`config.mk`:
```
export PLATFORM = sky130hd
export DESIGN_NAME = periodic_task_timer_table
export DESIGN_NICKNAME = d
export VERILOG_FILES = /design/src/ptt_pkg.sv /design/src/ptt_front.sv /design/src/ptt_queue.sv /design/src/ptt_back.sv /design/src/periodic_task_timer_table.sv
export SDC_FILE = /design/constraint.sdc
export NUM_CORES = 2
export LEC_CHECK = 0
export ABC_AREA = 0
export BUFFER_PORTS_ARGS = -buffer_cell sky130_fd_sc_hd__buf_2
export CAP_MARGIN = 10
export CORE_ASPECT_RATIO = 1.5
export CORE_MARGIN = 2
export CORE_UTILIZATION = 45
export CTS_CLUSTER_DIAMETER = 40
export DETAILED_ROUTE_END_ITERATION = 7
export MAX_ROUTING_LAYER = met4
export PLACE_DENSITY = 0.6
export REMOVE_ABC_BUFFERS = 1
export SLEW_MARGIN = 15
export SYNTH_ARGS = -nofsm -noshare
export SYNTH_HDL_FRONTEND = slang
export SYNTH_SLANG_ARGS = --single-unit
export TNS_END_PERCENT = 20
```
`constraint.sdc`:
```
create_clock -name clk -period 16.05 [get_ports clk]
set_input_delay 2.4075 -clock clk [delete_from_list [all_inputs] [get_ports clk]]
set_output_delay 2.4075 -clock clk [all_outputs]
set_load 0.05 [all_outputs]
```
`src/ptt_pkg.sv`:
```
// ----------------------------------------------------------------------------
// ptt_pkg: shared types and constants of the periodic task timer table
// Input and result word layouts, command and result codes, time constants.
// ----------------------------------------------------------------------------
package ptt_pkg;

  // command codes
  localparam logic [1:0] CMD_TICK     = 2'd0;
  localparam logic [1:0] CMD_ONESHOT  = 2'd1;
  localparam logic [1:0] CMD_PERIODIC = 2'd2;
  localparam logic [1:0] CMD_TOD      = 2'd3;

  // result kinds
  localparam logic [1:0] KIND_FIRED    = 2'd0;
  localparam logic [1:0] KIND_ACCEPTED = 2'd1;
  localparam logic [1:0] KIND_REJECTED = 2'd2;
  localparam logic [1:0] KIND_DONE     = 2'd3;

  // seconds of day; out-of-range time fields reach 115443, so 17 bits
  typedef logic [16:0] secs_t;

  localparam secs_t SEC_PER_DAY  = 17'd86400;
  localparam secs_t SEC_PER_HOUR = 17'd3600;
  localparam secs_t SEC_PER_MIN  = 17'd60;

  typedef logic signed [24:0] cdown_t;

  typedef struct packed {
    logic [1:0]  command;
    logic [15:0] task_handle;
    logic [23:0] delay_seconds;
    logic [15:0] elapsed_seconds;
    logic [4:0]  target_hour;
    logic [5:0]  target_minute;
    logic [5:0]  target_second;
    logic [4:0]  wall_hour;
    logic [5:0]  wall_minute;
    logic [5:0]  wall_second;
    logic        daily;
  } in_word_t;

  typedef struct packed {
    logic [1:0]  kind;
    logic [15:0] fired_handle;
    logic        last;
  } out_word_t;

  // classified operation passed from front to back
  typedef struct packed {
    logic [1:0]  cmd;
    logic [15:0] handle;
    logic [23:0] period;
    cdown_t      countdown;
    logic [15:0] elapsed;
  } op_t;

  // one table entry
  typedef struct packed {
    logic [15:0] handle;
    logic [23:0] period;
    cdown_t      countdown;
  } entry_t;

endpackage

```
`src/ptt_front.sv`:
```
// ----------------------------------------------------------------------------
// ptt_front: input stage
// Takes input words, converts times of day to seconds, builds table ops.
// ----------------------------------------------------------------------------
module ptt_front import ptt_pkg::*; (
  input  logic     clk,
  input  logic     rst_n,
  input  logic     in_valid,
  output logic     in_ready,
  input  in_word_t in_data,
  output logic     op_valid,
  input  logic     op_ready,
  output op_t      op_data
);

  function automatic secs_t day_secs(input logic [4:0] h, input logic [5:0] m,
                                     input logic [5:0] s);
    return secs_t'(secs_t'(h) * SEC_PER_HOUR) + secs_t'(secs_t'(m) * SEC_PER_MIN)
           + secs_t'(s);
  endfunction

  logic     hold_v_r, hold_v_nxt;
  in_word_t hold_r;
  secs_t    tgt_r, now_r;
  logic     in_fire, push;
  cdown_t   tod_cd;

  assign in_fire  = in_valid && in_ready;
  assign push     = hold_v_r && op_ready;
  assign in_ready = !hold_v_r || op_ready;
  assign op_valid = hold_v_r;

  always_comb begin
    hold_v_nxt = hold_v_r;
    if (in_fire) begin
      hold_v_nxt = 1'b1;
    end else if (push) begin
      hold_v_nxt = 1'b0;
    end
  end

  always_ff @(posedge clk) begin
    if (!rst_n) begin
      hold_v_r <= 1'b0;
    end else begin
      hold_v_r <= hold_v_nxt;
    end
  end

  always_ff @(posedge clk) begin
    if (in_fire) begin
      hold_r <= in_data;
      tgt_r  <= day_secs(in_data.target_hour, in_data.target_minute, in_data.target_second);
      now_r  <= day_secs(in_data.wall_hour, in_data.wall_minute, in_data.wall_second);
    end
  end

  // target before now rolls over to tomorrow
  assign tod_cd = $signed({8'd0, tgt_r})
                + ((tgt_r < now_r) ? $signed({8'd0, SEC_PER_DAY}) : 25'sd0)
                - $signed({8'd0, now_r});

  always_comb begin
    op_data.cmd     = hold_r.command;
    op_data.handle  = hold_r.task_handle;
    op_data.elapsed = hold_r.elapsed_seconds;
    unique case (hold_r.command)
      CMD_ONESHOT: begin
        op_data.period    = '0;
        op_data.countdown = $signed({1'b0, hold_r.delay_seconds});
      end
      CMD_PERIODIC: begin
        op_data.period    = hold_r.delay_seconds;
        op_data.countdown = $signed({1'b0, hold_r.delay_seconds});
      end
      CMD_TOD: begin
        op_data.period    = hold_r.daily ? 24'(SEC_PER_DAY) : '0;
        op_data.countdown = tod_cd;
      end
      default: begin
        op_data.period    = '0;
        op_data.countdown = '0;
      end
    endcase
  end

endmodule

```
`src/ptt_queue.sv`:
```
// ----------------------------------------------------------------------------
// ptt_queue: two-entry op queue
// Decouples the input stage from the table walker.
// ----------------------------------------------------------------------------
module ptt_queue import ptt_pkg::*; (
  input  logic clk,
  input  logic rst_n,
  input  logic push_valid,
  output logic push_ready,
  input  op_t  push_data,
  output logic pop_valid,
  input  logic pop_ready,
  output op_t  pop_data
);

  op_t        slot_r [2];
  logic       wr_ptr_r, wr_ptr_nxt;
  logic       rd_ptr_r, rd_ptr_nxt;
  logic [1:0] cnt_r, cnt_nxt;
  logic       do_push, do_pop;

  assign push_ready = (cnt_r != 2'd2);
  assign pop_valid  = (cnt_r != 2'd0);
  assign pop_data   = slot_r[rd_ptr_r];
  assign do_push    = push_valid && push_ready;
  assign do_pop     = pop_valid && pop_ready;

  always_comb begin
    wr_ptr_nxt = wr_ptr_r ^ do_push;
    rd_ptr_nxt = rd_ptr_r ^ do_pop;
    cnt_nxt    = cnt_r + 2'(do_push) - 2'(do_pop);
  end

  always_ff @(posedge clk) begin
    if (!rst_n) begin
      wr_ptr_r <= 1'b0;
      rd_ptr_r <= 1'b0;
      cnt_r    <= 2'd0;
    end else begin
      wr_ptr_r <= wr_ptr_nxt;
      rd_ptr_r <= rd_ptr_nxt;
      cnt_r    <= cnt_nxt;
    end
  end

  always_ff @(posedge clk) begin
    if (do_push) begin
      slot_r[wr_ptr_r] <= push_data;
    end
  end

endmodule

```
`src/ptt_back.sv`:
```
// ----------------------------------------------------------------------------
// ptt_back: table walker
// Holds the timer table, performs adds and walks it one entry per cycle on tick unless results stall.
// ----------------------------------------------------------------------------
module ptt_back import ptt_pkg::*; #(
  parameter int MAX_TASKS = 32
) (
  input  logic      clk,
  input  logic      rst_n,
  input  logic      op_valid,
  output logic      op_ready,
  input  op_t       op_data,
  output logic      out_valid,
  input  logic      out_ready,
  output out_word_t out_data
);

  localparam int CNT_W = $clog2(MAX_TASKS + 1);
  localparam int IDX_W = (MAX_TASKS > 1) ? $clog2(MAX_TASKS) : 1;
  localparam logic [CNT_W-1:0] CNT_FULL = CNT_W'(MAX_TASKS);

  localparam logic [1:0] ST_IDLE = 2'd0;
  localparam logic [1:0] ST_EVAL = 2'd1;
  localparam logic [1:0] ST_DONE = 2'd2;

  entry_t mem [MAX_TASKS];

  logic [1:0]       st_r, st_nxt;
  logic [CNT_W-1:0] cnt_r, cnt_nxt;
  logic [CNT_W-1:0] i_r, i_nxt;
  logic [15:0]      elap_r, elap_nxt;
  entry_t           rd_ent_r;
  logic             out_valid_r, out_valid_nxt;
  out_word_t        out_word_r;

  logic             rd_en, wr_en, emit, out_free, fired, advance;
  logic [IDX_W-1:0] rd_addr, wr_addr;
  entry_t           wr_ent;
  out_word_t        emit_word;
  cdown_t           cd_sub;

  assign out_valid = out_valid_r;
  assign out_data  = out_word_r;
  assign out_free  = !out_valid_r || out_ready;

  assign cd_sub = rd_ent_r.countdown - $signed({9'd0, elap_r});
  assign fired  = cd_sub[24] || (cd_sub == '0);

  always_comb begin
    st_nxt    = st_r;
    cnt_nxt   = cnt_r;
    i_nxt     = i_r;
    elap_nxt  = elap_r;
    op_ready  = 1'b0;
    rd_en     = 1'b0;
    rd_addr   = i_r[IDX_W-1:0];
    wr_en     = 1'b0;
    wr_addr   = i_r[IDX_W-1:0];
    wr_ent    = rd_ent_r;
    emit      = 1'b0;
    emit_word = '0;
    advance   = 1'b0;
    unique case (st_r)
      ST_IDLE: begin
        if (op_valid) begin
          if (op_data.cmd == CMD_TICK) begin
            op_ready = 1'b1;
            elap_nxt = op_data.elapsed;
            i_nxt    = '0;
            if (cnt_r == '0) begin
              st_nxt = ST_DONE;
            end else begin
              rd_en   = 1'b1;
              rd_addr = '0;
              st_nxt  = ST_EVAL;
            end
          end else if (out_free) begin
            op_ready               = 1'b1;
            emit                   = 1'b1;
            emit_word.fired_handle = op_data.handle;
            emit_word.last         = 1'b1;
            if (cnt_r == CNT_FULL) begin
              emit_word.kind = KIND_REJECTED;
            end else begin
              emit_word.kind   = KIND_ACCEPTED;
              wr_en            = 1'b1;
              wr_addr          = cnt_r[IDX_W-1:0];
              wr_ent.handle    = op_data.handle;
              wr_ent.period    = op_data.period;
              wr_ent.countdown = op_data.countdown;
              cnt_nxt          = cnt_r + 1'b1;
            end
          end
        end
      end
      ST_EVAL: begin
        if (!fired) begin
          advance          = 1'b1;
          wr_en            = 1'b1;
          wr_ent.countdown = cd_sub;
          i_nxt            = i_r + 1'b1;
        end else if (out_free) begin
          advance                = 1'b1;
          emit                   = 1'b1;
          emit_word.kind         = KIND_FIRED;
          emit_word.fired_handle = rd_ent_r.handle;
          if (rd_ent_r.period != '0) begin
            wr_en            = 1'b1;
            wr_ent.countdown = $signed({1'b0, rd_ent_r.period});
            i_nxt            = i_r + 1'b1;
          end else begin
            // one-shot gone: last entry moves here and is checked next
            cnt_nxt = cnt_r - 1'b1;
          end
        end
        if (advance) begin
          if (i_nxt < cnt_nxt) begin
            rd_en   = 1'b1;
            rd_addr = (fired && rd_ent_r.period == '0) ? cnt_nxt[IDX_W-1:0]
                                                       : i_nxt[IDX_W-1:0];
          end else begin
            st_nxt = ST_DONE;
          end
        end
      end
      ST_DONE: begin
        if (out_free) begin
          emit           = 1'b1;
          emit_word.kind = KIND_DONE;
          emit_word.last = 1'b1;
          st_nxt         = ST_IDLE;
        end
      end
      default: st_nxt = ST_IDLE;
    endcase
  end

  always_comb begin
    out_valid_nxt = out_valid_r;
    if (emit) begin
      out_valid_nxt = 1'b1;
    end else if (out_ready) begin
      out_valid_nxt = 1'b0;
    end
  end

  always_ff @(posedge clk) begin
    if (!rst_n) begin
      st_r        <= ST_IDLE;
      cnt_r       <= '0;
      i_r         <= '0;
      out_valid_r <= 1'b0;
    end else begin
      st_r        <= st_nxt;
      cnt_r       <= cnt_nxt;
      i_r         <= i_nxt;
      out_valid_r <= out_valid_nxt;
    end
  end

  always_ff @(posedge clk) begin
    elap_r <= elap_nxt;
    if (emit) begin
      out_word_r <= emit_word;
    end
  end

  always_ff @(posedge clk) begin
    if (wr_en) begin
      mem[wr_addr] <= wr_ent;
    end
    if (rd_en) begin
      rd_ent_r <= mem[rd_addr];
    end
  end

  assert property (@(posedge clk) disable iff (!rst_n) cnt_r <= CNT_FULL)
    else $error("entry count above table size");
  assert property (@(posedge clk) disable iff (!rst_n) (st_r == ST_EVAL) |-> (i_r < cnt_r))
    else $error("walker index beyond entry count");
  assert property (@(posedge clk) disable iff (!rst_n)
                   (out_valid_r && out_word_r.kind == KIND_FIRED) |-> !out_word_r.last)
    else $error("fired word marked last");
  assert property (@(posedge clk) disable iff (!rst_n)
                   (emit && emit_word.kind == KIND_DONE) |=> (st_r == ST_IDLE))
    else $error("walker not idle after done word");

endmodule

```
`src/periodic_task_timer_table.sv`:
```
// ----------------------------------------------------------------------------
// periodic_task_timer_table: table of one-shot, periodic and time-of-day timers
// Adds entries on command and walks the table on each tick, firing entries.
// ----------------------------------------------------------------------------
//
//  channel  | ports                          | word        | words per item
//  ---------+--------------------------------+-------------+-----------------
//  input    | in_valid / in_ready / in_data  | in_word_t   | 1
//  result   | out_valid/ out_ready/ out_data | out_word_t  | 1 per add, N+1 per tick
//
//  Add: an accepted word is registered in the input stage and passes the
//  queue; the table write and the result register then happen together.
//  Tick: the walker visits one table entry per cycle while the result side
//  does not stall it (one read port, read-modify-write per cycle), then
//  emits the done word; it takes no new op until the done word is out.
//  Reset: rst_n synchronous, active low; entry count cleared, no table sweep.
//  Stalls: out_ready low holds the walker on a fired entry or the done word
//  and holds adds; the input stage and two-word queue keep taking words until
//  the queue and the input stage are both full.
//
module periodic_task_timer_table import ptt_pkg::*; #(
  parameter int MAX_TASKS = 32
) (
  input  logic      clk,
  input  logic      rst_n,
  input  logic      in_valid,
  output logic      in_ready,
  input  in_word_t  in_data,
  output logic      out_valid,
  input  logic      out_ready,
  output out_word_t out_data
);

  // front -> queue
  logic f_valid, f_ready;
  op_t  f_op;
  // queue -> back
  logic q_valid, q_ready;
  op_t  q_op;

  ptt_front u_front (
    .clk      (clk),
    .rst_n    (rst_n),
    .in_valid (in_valid),
    .in_ready (in_ready),
    .in_data  (in_data),
    .op_valid (f_valid),
    .op_ready (f_ready),
    .op_data  (f_op)
  );

  ptt_queue u_queue (
    .clk        (clk),
    .rst_n      (rst_n),
    .push_valid (f_valid),
    .push_ready (f_ready),
    .push_data  (f_op),
    .pop_valid  (q_valid),
    .pop_ready  (q_ready),
    .pop_data   (q_op)
  );

  // table, walker and result register
  ptt_back #(
    .MAX_TASKS (MAX_TASKS)
  ) u_back (
    .clk       (clk),
    .rst_n     (rst_n),
    .op_valid  (q_valid),
    .op_ready  (q_ready),
    .op_data   (q_op),
    .out_valid (out_valid),
    .out_ready (out_ready),
    .out_data  (out_data)
  );

endmodule

```
==> results.md <==
- The run finished with clean final reports.
- At the end of routability-driven placement, the weighted congestion stood at 0.913.
- STA classifies the critical path startpoint as a register.
- The utilization after layout is 51.4%.
- Summing all multi-input logic gate instances after layout gives 28,000 um2.
- The count of synthesis-stage warnings from yosys is 0.
- Of all flip-flops after synthesis, the portion carrying an async set or reset was 0%.
- The final critical-path share of the clock period is 64.7%.
- The number of enable flip-flop cells after synthesis is 2,439.
- In this run the number of H-tree levels came out at 5.
- The critical-path maximum fanout is 53.
- The clock network latency to the later pin of the worst-skew pair is 0.88 ns.
- For this configuration, the core starts out at a cell density of 45.2%.
- The arrival time of data at the critical path endpoint is 10.88 ns.
- TritonCTS built the clock tree.
- Before antenna repair, the detailed router went through 6 iterations.
- For the worst setup path, the data required time is 16.54 ns.
- The power per unit of standard cell area is 178 nW/um2.
- The finished layout cell area is 117,000 um2.
- The count of endpoints failing setup in the final report is 0.
- The number of global-route vias before repair was 63.1k.
- The final critical delay including setup and external delays is 10.39 ns.
- The leftover overflow at the end of global routing is 0.
- Port buffering added 117 buffers.
- The maximum number of buffers from clock root to sink is 4.
- The height of the chip is 591 um.
- The fill cell instance count of the final layout is 18.8k.
- Clock-pin slew was measured on the worst setup and hold paths at 0.06 ns.
- The category of the critical setup timing path is reg2reg.
- Wires add up to 330,000 um.
- At the pin with the least slew margin, the transition time is 1.26 ns.
- 118 I/O pins were placed.
- The worst register-to-register path has a setup slack of 5.66 ns.
- Synthesis produced a netlist whose cell count is 6,721.
- The tightest hold path in the finished design has a slack of 0.450 ns.
- In the final timing run, aggregate negative setup slack is 0 ns.
- The overall global routing resource usage is 28.5%.
- Summing all placed instances gives a cell area of 108,000 um2.
- The number of sinks driven by the clock tree is 2,460.
- The share of synthesized area occupied by flip-flops and latches is 71.3%.
- In this run the cell area of the synthesized design comes to 103,000 um2.
- The quantity of gates resized following cts is 0.
- The number of clock buffers added by TritonCTS is 285.
- The post-layout net count is 7,158.
- The total number of vias is 64.4k.
- The number of routed nets with antenna violations is 0.
- The hold buffer count at cts is 0.
- In the routed design, unresolved DRC markers number 0.
- Headroom to the max-slew limit came out at 15.8%.
- Once the clock tree was built, the setup fixing pass inserted 0 buffers.
- Entering global routing, the biggest net connects 142 pins.
- The largest single stage delay on the critical path is 0.94 ns.
- The final-report hold violation count is 0.
- The number of pins exceeding their max-slew limit in the final report was 0.
- The synthesized netlist contains 91 unique library cells.
- After synthesis the netlist holds a flip-flop and latch count of 2,460.
- Across the run, the number of max-cap violations was 0.
- The wire-length estimate of the detail-placed layout is 174,000 um.
- The share of cells above drive strength 1 is 14.3%.
- The post-route clock skew is 0.0764 ns.
- The slowest library cell on the worst path is o31ai_1.
- Dividing the detail-routed wire length by the instance count gives 32.6 um.
- The static power due to leakage is 40.4 nW.
- The initial antenna violation count is 7.
- The mean area per synthesized cell is 15.4 um2.
- Dividing the detail-routed via count by the number of cells gives 6.36.
- The layout overhead on the synthesized area is 13.7%.
- The chip width is 395 um.
- After floorplanning, the core was divided into 215 placement rows.
- The worst ir drop on vdd is 0.109 mV.
- The first-pass GRT wire length is 464,000 um.
- The footprint of the flip-flops and latches is 73,700 um2.
- The root buffer cell chosen for the clock tree is clkbuf_16.
- Static timing analysis puts the maximum clock frequency at 96.2 MHz.
- Setup repair after global routing left no endpoint under its margin.
- STA classifies the critical path endpoint as a register.
- The die covers 234,000 um2.
- The worst hold-check path type is reg2reg.
- After the first detailed-routing iteration, the DRC count stood at 8,000.
- The most common flop cell mapped by yosys is edfxtp_1.
- The core area is 229,000 um2.
power breakdown:
group | internal, mW | switching, mW
Combinational | 1.53 | 3.94
Sequential | 8.71 | 0.235
Clock | 3.75 | 2.72
kinds of logic after synthesis:
kind of cell / share of synthesized area [%]
DFF: 71.3
AOI/OAI and AO/OA: 9.72
and+or+nand+nor: 5.94
muxes: 7.34
buffers and inverters: 2.42
adders and majority gates: 2.69
xor gates and xnor gates: 0.619
Yosys cell counts, drive strengths merged, types with 72 or more instances:
cell type     n  area share (%)
edfxtp     2439              71
nand2       757             2.7
mux2i       468             4.5
a21oi       348             1.7
clkbuf      287             1.0
buf         164            0.83
ha          157             1.9
nand3       153            0.74
inv         150            0.54
a311oi      137             1.2
o21ai       137            0.67
o211ai      135            0.99
nor2        132            0.48
mux4        116             2.5
and2         90            0.54
a211oi       82            0.60
o221ai       79            0.67
a31oi        75            0.47
nor4         72            0.44
metal layers:
metal  GRT usage (%)  share of wire, %  vias up
met5               -                 0        -
met4            10.8               4.3        0
met3            5.45               9.8      751
met2            46.1                48     3602
met1            35.8                38    33200
li1                -                 -    26800
layout make-up:
cell class	instances	area share [%]
Timing Repair Buffer	306	1.82
Antenna cell	4	0.00852
Tap cell	3038	3.24
Sequential cell	2460	62.7
Multi-Input combinational cell	3660	23.8
Clock buffer	337	6.42
Inverter	150	0.479
Clock inverter	165	1.50
worst max-delay path: cells and delay by family, from the launching register on:
kind / cells / cell delay [ns]
AO/OA/AOI/OAI: 13 / 4.08
XOR/XNOR: 1 / 0.20
adder cells (fa/ha/maj): 3 / 1.00
buffers and inverters: 4 / 1.54
flip-flops: 1 / 0.33
AND/OR/NAND/NOR: 7 / 2.75
flip-flops by register name, indices dropped and copies added (netlist names), named ones only:
register / cells
u_back.out_data: 19
u_front.hold_r: 25
u_front.tgt_r: 17
u_back.i_r: 6
u_queue.cnt_r: 2
u_front.op_data: 34
u_queue.slot_r: 166
u_front.op_valid: 1
u_queue.wr_ptr_r: 1
u_back.elap_r: 16
u_back.out_valid: 1
u_back.cnt_r: 6
u_back.mem: 2080
u_front.now_r: 17
u_back.rd_ent_r: 65
u_queue.rd_ptr_r: 1
u_back.st_r: 2
layout by cell type, fill, tap and decap left out, types with 71 or more instances in the layout:
master,Yosys,layout
clkbuf_16,0,295
a21oi_1,348,347
a311oi_1,137,137
o21ai_0,133,89
mux4_2,116,116
a31oi_1,73,72
nand3_1,153,150
nand2_1,757,750
buf_2,94,117
mux2i_1,468,467
buf_4,14,178
o211ai_1,134,134
and2_1,79,78
a211oi_1,81,81
edfxtp_1,2439,2439
nor4_1,71,71
inv_1,150,150
nor2_1,132,98
ha_1,157,155
through the flow:
stage                     cells  power (mW)  setup WS (ns)
after floorplan            6270        12.9         -21.17
after global placement     9613        14.3           5.23
after detailed placement   9614        14.4           5.14
after CTS                 10100        20.9           5.87
after global routing      10100        21.6           5.27
final                     10100        20.9           5.66
path summary, 6_finish.rpt:
path                       start  cells after the start               endpoint
max           u_back.rd_ent_r[0]                     28     u_back.rd_ent_r[1]
min          u_front.op_data[11]                      0  u_queue.slot_r[1][11]
max reg2reg   u_back.rd_ent_r[0]                     28     u_back.rd_ent_r[1]
min reg2reg  u_front.op_data[11]                      0  u_queue.slot_r[1][11]
Power figures use the tool's default switching activity.
